`config.mk`:
```
export PLATFORM = sky130hd
export DESIGN_NAME = tpdf_dither_24_to_16_core_flat
export DESIGN_NICKNAME = d
export VERILOG_FILES = /design/src/rtl/core/tpdf_pkg.sv /design/src/rtl/core/tpdf_if.sv /design/src/rtl/core/tpdf_dither_24_to_16_core.sv /design/src/flat_wrapper.sv
export SDC_FILE = /design/constraint.sdc
export NUM_CORES = 1
export LEC_CHECK = 0
export BUFFER_PORTS_ARGS = -buffer_cell sky130_fd_sc_hd__buf_2
export CAP_MARGIN = 5
export CORE_ASPECT_RATIO = 0.9
export CORE_MARGIN = 5
export CORE_UTILIZATION = 47
export CTS_CLUSTER_SIZE = 14
export DETAILED_ROUTE_END_ITERATION = 6
export MAX_ROUTING_LAYER = met4
export PLACE_DENSITY = 0.75
export SLEW_MARGIN = 20
export SYNTH_ARGS = -nofsm -noshare
export SYNTH_HDL_FRONTEND = slang
export SYNTH_SLANG_ARGS = --single-unit
export TNS_END_PERCENT = 5
```
`constraint.sdc`:
```
create_clock -name clk -period 8 [get_ports clk]
set_input_delay 0 -clock clk [delete_from_list [all_inputs] [get_ports clk]]
set_output_delay 0 -clock clk [all_outputs]
set_load 0.05 [all_outputs]
```
`src/rtl/core/tpdf_pkg.sv`:
```
// tpdf_pkg: widths, register codes, reset seeds and the xorshift step shared
// by the TPDF dither requantizer and its channel interfaces.
// Depends on nothing.
`default_nettype none

package tpdf_pkg;

  localparam int SAMPLE_IN_W  = 24;
  localparam int SAMPLE_OUT_W = 16;
  localparam int GEN_W        = 32;
  localparam int CFG_IDX_W    = 1;

  typedef logic signed [SAMPLE_IN_W-1:0]  sample_in_t;
  typedef logic signed [SAMPLE_OUT_W-1:0] sample_out_t;
  typedef logic [GEN_W-1:0]               gen_t;
  typedef logic [CFG_IDX_W-1:0]           cfg_idx_t;

  // Configuration register indexes
  localparam cfg_idx_t CFG_SEED_A = 1'b0;
  localparam cfg_idx_t CFG_SEED_B = 1'b1;

  // Seed values after reset
  localparam gen_t SEED_A_RESET = 32'h4761_032D;
  localparam gen_t SEED_B_RESET = 32'h2DCF_E98B;

  // Saturation limits
  localparam sample_out_t OUT_MAX = 16'sh7FFF;
  localparam sample_out_t OUT_MIN = 16'sh8000;

  // One xorshift32 step, shifts 13, 17, 5
  function automatic gen_t xs_next(input gen_t x);
    gen_t t;
    t = x ^ (x << 13);
    t = t ^ (t >> 17);
    t = t ^ (t << 5);
    return t;
  endfunction

endpackage

`default_nettype wire

```
`src/rtl/core/tpdf_if.sv`:
```
// tpdf_if: valid/ready channel interfaces for samples in, results out and
// seed register writes. Depends on tpdf_pkg.
`default_nettype none

interface tpdf_in_if import tpdf_pkg::*; ();
  logic       valid;
  logic       ready;
  sample_in_t sample_in;
  logic       last_in;

  modport source (output valid, output sample_in, output last_in, input ready);
  modport sink   (input valid, input sample_in, input last_in, output ready);
endinterface

interface tpdf_out_if import tpdf_pkg::*; ();
  logic        valid;
  logic        ready;
  sample_out_t sample_out;
  logic        clipped;
  logic        last_out;

  modport source (output valid, output sample_out, output clipped, output last_out,
                  input ready);
  modport sink   (input valid, input sample_out, input clipped, input last_out,
                  output ready);
endinterface

interface tpdf_cfg_if import tpdf_pkg::*; ();
  logic     valid;
  logic     ready;
  cfg_idx_t index;
  gen_t     data;

  modport source (output valid, output index, output data, input ready);
  modport sink   (input valid, input index, input data, output ready);
endinterface

`default_nettype wire

```
`src/rtl/core/tpdf_dither_24_to_16_core.sv`:
```
// TPDF dither requantizer, signed 24-bit to signed 16-bit.
//
// Channels: samples (sink) carries sample_in and last_in; results (source)
// carries sample_out, clipped and last_out; cfg (sink) writes seed_a
// (index 0) or seed_b (index 1), which also reloads that generator. cfg is
// always ready; the user must write it only while the block is idle, which
// the block does not enforce. A beat accepted at a clock edge is loaded into
// the result register at that edge. Throughput: one sample per cycle unless
// the result side stalls; the xorshift steps, the dither add, the shift and
// saturation sit between the input handshake and the single result register.
// When the receiver stalls, the result register holds its beat and samples
// still flows as long as that register will be emptied in the same cycle;
// otherwise samples.ready drops until the result is taken.
// A beat with last_in set reloads both generators from their seeds after
// use, so each buffer starts from the same dither sequence.
// Reset (rst, synchronous) empties the result register and restores the
// default seeds and generator states.
// Depends on tpdf_pkg and tpdf_if.
`default_nettype none

module tpdf_dither_24_to_16_core import tpdf_pkg::*; (
  input  wire         clk,
  input  wire         rst,
  tpdf_in_if.sink     samples,
  tpdf_out_if.source  results,
  tpdf_cfg_if.sink    cfg
);

  gen_t seed_a;
  gen_t seed_b;
  gen_t gen_a;
  gen_t gen_b;
  gen_t gen_a_next;
  gen_t gen_b_next;

  logic              out_valid;
  sample_out_t       out_sample;
  logic              out_clipped;
  logic              out_last;

  logic              take;
  logic              cfg_wr;
  logic signed [8:0] dither;
  logic signed [SAMPLE_IN_W:0]   sum;
  logic signed [SAMPLE_OUT_W:0]  shifted;
  sample_out_t       sat_sample;
  logic              sat_clip;

  // Handshakes
  assign samples.ready = !out_valid || results.ready;
  assign take          = samples.valid && samples.ready;
  assign cfg.ready     = 1'b1;
  assign cfg_wr        = cfg.valid;

  // Advance both generators
  assign gen_a_next = xs_next(gen_a);
  assign gen_b_next = xs_next(gen_b);

  // Triangular dither from the two signed low bytes, add, floor shift by 8
  assign dither  = 9'(signed'(gen_a_next[7:0])) + 9'(signed'(gen_b_next[7:0]));
  assign sum     = (SAMPLE_IN_W+1)'(samples.sample_in) + (SAMPLE_IN_W+1)'(dither);
  assign shifted = sum[SAMPLE_IN_W:8];

  // Saturate to 16 bits
  always_comb begin
    sat_clip   = 1'b0;
    sat_sample = shifted[SAMPLE_OUT_W-1:0];
    if (!shifted[SAMPLE_OUT_W] && shifted[SAMPLE_OUT_W-1]) begin
      sat_sample = OUT_MAX;
      sat_clip   = 1'b1;
    end else if (shifted[SAMPLE_OUT_W] && !shifted[SAMPLE_OUT_W-1]) begin
      sat_sample = OUT_MIN;
      sat_clip   = 1'b1;
    end
  end

  // Seeds and generator state: cfg writes reload, accepted beats advance,
  // end of buffer restores the seeds
  always_ff @(posedge clk) begin
    if (rst) begin
      seed_a <= SEED_A_RESET;
      seed_b <= SEED_B_RESET;
      gen_a  <= SEED_A_RESET;
      gen_b  <= SEED_B_RESET;
    end else if (cfg_wr) begin
      unique case (cfg.index)
        CFG_SEED_A: begin
          seed_a <= cfg.data;
          gen_a  <= cfg.data;
        end
        CFG_SEED_B: begin
          seed_b <= cfg.data;
          gen_b  <= cfg.data;
        end
        default: begin
        end
      endcase
    end else if (take) begin
      if (samples.last_in) begin
        gen_a <= seed_a;
        gen_b <= seed_b;
      end else begin
        gen_a <= gen_a_next;
        gen_b <= gen_b_next;
      end
    end
  end

  // Result register valid: load on accept, drop when taken
  always_ff @(posedge clk) begin
    if (rst) begin
      out_valid <= 1'b0;
    end else if (take) begin
      out_valid <= 1'b1;
    end else if (results.ready) begin
      out_valid <= 1'b0;
    end
  end

  // Result register payload
  always_ff @(posedge clk) begin
    if (take) begin
      out_sample  <= sat_sample;
      out_clipped <= sat_clip;
      out_last    <= samples.last_in;
    end
  end

  assign results.valid      = out_valid;
  assign results.sample_out = out_sample;
  assign results.clipped    = out_clipped;
  assign results.last_out   = out_last;

`ifndef NO_ASSERTIONS
  // End of buffer restores both generators from their seeds
  a_last_reload: assert property (@(posedge clk) disable iff (rst)
    (take && samples.last_in && !cfg_wr) |=> (gen_a == seed_a && gen_b == seed_b))
    else $error("generators not reloaded after last beat");

  // A seed_a write loads generator A too
  a_cfg_load_a: assert property (@(posedge clk) disable iff (rst)
    (cfg_wr && cfg.index == CFG_SEED_A) |=> (gen_a == seed_a))
    else $error("seed_a write did not load generator A");

  // A clipped result sits at one of the limits
  a_clip_limit: assert property (@(posedge clk) disable iff (rst)
    (out_valid && out_clipped) |-> (out_sample == OUT_MAX || out_sample == OUT_MIN))
    else $error("clipped result not at a limit");

  // A stalled result blocks new samples
  a_stall_blocks: assert property (@(posedge clk) disable iff (rst)
    (out_valid && !results.ready) |-> !samples.ready)
    else $error("sample accepted over a stalled result");

  // Generators move only on an accepted beat or a seed write
  a_gen_hold: assert property (@(posedge clk) disable iff (rst)
    (!take && !cfg_wr) |=> ($stable(gen_a) && $stable(gen_b)))
    else $error("generator changed without a beat");
`endif

endmodule

`default_nettype wire

```
`src/flat_wrapper.sv`:
```
// flat-port wrapper written by rule: the top's interface ports become plain ports
module tpdf_dither_24_to_16_core_flat import tpdf_pkg::*;
  (clk, rst, samples_valid, samples_sample_in, samples_last_in, samples_ready, results_valid, results_sample_out, results_clipped, results_last_out, results_ready, cfg_valid, cfg_index, cfg_data, cfg_ready);
  tpdf_in_if samples_i ();
  tpdf_out_if results_i ();
  tpdf_cfg_if cfg_i ();
  input  wire clk;
  input  wire rst;
  input wire logic [$bits(samples_i.valid)-1:0] samples_valid;
  input wire logic [$bits(samples_i.sample_in)-1:0] samples_sample_in;
  input wire logic [$bits(samples_i.last_in)-1:0] samples_last_in;
  output wire logic [$bits(samples_i.ready)-1:0] samples_ready;
  output wire logic [$bits(results_i.valid)-1:0] results_valid;
  output wire logic [$bits(results_i.sample_out)-1:0] results_sample_out;
  output wire logic [$bits(results_i.clipped)-1:0] results_clipped;
  output wire logic [$bits(results_i.last_out)-1:0] results_last_out;
  input wire logic [$bits(results_i.ready)-1:0] results_ready;
  input wire logic [$bits(cfg_i.valid)-1:0] cfg_valid;
  input wire logic [$bits(cfg_i.index)-1:0] cfg_index;
  input wire logic [$bits(cfg_i.data)-1:0] cfg_data;
  output wire logic [$bits(cfg_i.ready)-1:0] cfg_ready;
  assign samples_i.valid = samples_valid;
  assign samples_i.sample_in = samples_sample_in;
  assign samples_i.last_in = samples_last_in;
  assign samples_ready = samples_i.ready;
  assign results_valid = results_i.valid;
  assign results_sample_out = results_i.sample_out;
  assign results_clipped = results_i.clipped;
  assign results_last_out = results_i.last_out;
  assign results_i.ready = results_ready;
  assign cfg_i.valid = cfg_valid;
  assign cfg_i.index = cfg_index;
  assign cfg_i.data = cfg_data;
  assign cfg_ready = cfg_i.ready;
  tpdf_dither_24_to_16_core u_core (.clk(clk), .rst(rst), .samples(samples_i), .results(results_i), .cfg(cfg_i));
endmodule
```
==> qor.csv <==
stage,metric,value,unit
routing,wl_per_cell,17.4,um
clock_network,postCtsResizedCells,0,
die,fp.dieW,157,um
logic_synthesis,seq_area_frac_synth,34.0,%
layout,post-route-util,55.5,%
timing,finClkSkew,6.28,ps
logic_synthesis,synthFlopType,dfxtp_1,
timing,fin_crit_sh,64.4,%
pwr,ir_drop,0.285,mV
timing,setup_tns,0,ps
layout,drive_gt1_share,11.6,%
placement,numPortBuffers,82,
grt,grt.overflow.total,0,
setup_path,cp.arrival,5320,ps
logic_synthesis,syn_inst,1167,
flow_run,drv_cap,0,
pwr,finalPower,4.67,mW
routing,drtAntennaViolNets,0,
run_status,status,finished clean,
setup_path,cp.required,8170,ps
layout,nets,1356,
clock_network,clkSinkCount,147,
timing,fmax,0.194,GHz
logic_synthesis,async_flop_share,0,%
routing,vias_per_cell,5.53,
layout,diodes,0,
setup_path,cp-start-kind,flip-flop,
die,core,19200,um^2
die,die_area,22500,um^2
die,dieHeight,143,um
layout,area_growth,16.1,%
clock_network,clk_latency,440,ps
layout,final_common_cell,nand2_1,
timing,tightest_slew,972,ps
timing,finalHoldViolCount,0,
layout,fillers,1758,
clock_network,cts_buffer_depth,2,
grt,antenna_found_initial,0,
placement,place_congestion,0.868,
setup_path,worstSetupPathType,reg -> reg,
pwr,total_leakage_power,4.53,nW
clock_network,postCtsSetupBuffers,0,
logic_synthesis,syn_area,9200,um^2
routing,drt-initial-drc-count,861,
clock_network,cts_tree,built,
logic_synthesis,ys_ff_latch,147,
timing,fin_hold_ws,39.9,ps
logic_synthesis,synth_edf_count,18,
timing,report.final.slew_viol_count,0,
die,rows,48,
routing,drc,0,
logic_synthesis,syn_nets,1276,
grt,grt_max_degree,89,
die,start_util,47.8,%
grt,grt_pass1_wl,42100,um
setup_path,critPathMaxFanout,16,
pwr,powerDensity,438,nW/um^2
logic_synthesis,avgSynthCellArea,7.88,um^2
clock_network,cts_buffers,17,
timing,maxSlewHeadroom,35.0,%
routing,drt-total-wl,26200,um
placement,hpwl,17700,um
timing,setup_viol,0,
routing,first_pass_iters,6,
clock_network,htree_levels,4,
die,num_io_pins,84,
routing,via_count,8341,
min_path,hold_class,in -> reg,
logic_synthesis,synth.distinct_cells,55,
clock_network,clk_pin_slew,60,ps
logic_synthesis,yosysWarnings,0,
setup_path,end_kind,flip-flop,
placement,post-place-cells,1444,
timing,fin_crit,5160,ps
layout,layout_common_cells,"nand2_1, dfxtp_1, nor2_1",
timing,rsz0062_at_grt,false,
grt,grt_usage,24.3,%
clock_network,cts-root-buf,clkbuf_16,
grt,grt_pass1_vias,7967,
clock_network,hold_buffers,34,
layout,stdcell_count,1509,
==> final timing paths <==
check,cells after the start,slack [ps],to,startpoint
hold reg to reg,2,460,u_core.seed_b[30],u_core.seed_b[30]
setup / recovery,15,2840,u_core.results.sample_out[12],u_core.gen_b[6]
setup reg to reg,15,2840,u_core.results.sample_out[12],u_core.gen_b[6]
hold / removal,2,40,u_core.gen_a[27],rst
==> stage by stage <==
stage	instance area, um^2	setup slack, ps
after global placement	9770	3030
after CTS	10700	2840
after global routing	10700	2510
after detailed placement	9770	2860
after floorplan	9200	2480
final	10700	2840
==> layer usage <==
layer / global-route usage (%) / vias to the layer above / part of all wire, %
met2: 35.2 / 395 / 43
met3: 4.79 / 54 / 10
met1: 34.1 / 3851 / 44
li1: - / 4041 / -
met5: - / - / 0
met4: 8.15 / 0 / 2.2
==> cell usage after synthesis, types with 2 or more instances <==
master / instances / share of area, %
o31ai_1: 6 / 0.49
or2_2: 2 / 0.14
o21ai_2: 5 / 0.48
nand3b_1: 32 / 2.6
xnor2_1: 86 / 8.2
nor2b_1: 2 / 0.14
and3_1: 4 / 0.27
nor3_1: 25 / 1.4
nand2_1: 187 / 7.6
fa_1: 23 / 5.0
a41o_1: 2 / 0.22
dfxtp_1: 129 / 28
o211a_1: 4 / 0.44
o211ai_1: 38 / 3.1
ha_1: 23 / 3.1
a21o_1: 7 / 0.57
nor2_1: 120 / 4.9
buf_4: 2 / 0.16
a21oi_1: 113 / 6.2
o21ai_1: 2 / 0.11
or3_1: 2 / 0.14
xor2_1: 51 / 4.9
o21bai_1: 4 / 0.33
buf_1: 14 / 0.57
inv_1: 77 / 3.1
clkbuf_1: 52 / 2.1
o21a_1: 2 / 0.16
o21ai_0: 65 / 3.5
nand3_1: 4 / 0.22
nand3_2: 2 / 0.22
nand2b_1: 22 / 1.5
a211o_1: 6 / 0.57
a211oi_1: 9 / 0.73
and2_1: 4 / 0.27
nor3b_1: 2 / 0.16
mux2i_1: 3 / 0.33
edfxtp_1: 18 / 5.9
==> registers in the layout, indices dropped and copies added, names as in the netlist <==
name,flops
u_core.seed_a,32
u_core.gen_b,32
u_core.seed_b,32
u_core.results.sample_out,16
u_core.results.last_out,1
u_core.results.valid,1
u_core.results.clipped,1
u_core.gen_a,32
==> where the power goes <==
part / switching, mW / internal, mW
Combinational: 1.74 / 1.12
Sequential: 0.0563 / 0.989
Clock: 0.331 / 0.442
==> final cells by class <==
| class | instances | area (um^2) | share of cell area (%) |
|---|---|---|---|
| clock buffer | 19 | 453 | 4.24 |
| clock inverter | 12 | 105 | 0.985 |
| multi-input combinational | 873 | 5520 | 51.8 |
| inverter | 78 | 293 | 2.74 |
| sequential | 147 | 3120 | 29.3 |
| tap | 250 | 313 | 2.93 |
| timing repair buffer | 130 | 861 | 8.07 |
==> cell families after synthesis <==
kind of cell | synth area share (%)
AND/OR/NAND/NOR | 20.0
AO/OA/AOI/OAI | 18.0
flip-flops | 34.0
buffers and inverters | 6.16
XOR/XNOR | 13.3
adder cells (fa/ha/maj) | 8.14
multiplexers | 0.327
other | 0.0408
==> critical path, stage by stage (launching register included) <==
cell,delay [ps]
dfxtp_1,380
xor2_1,350
xnor2_1,260
xor2_1,290
inv_1,450
fa_1,670
inv_1,50
ha_1,340
and2_1,180
a221oi_1,370
o21ai_2,170
a211oi_2,350
nor3b_1,120
or3_4,370
a21oi_4,390
o21ai_0,160
(Power assumes the default switching activity.)
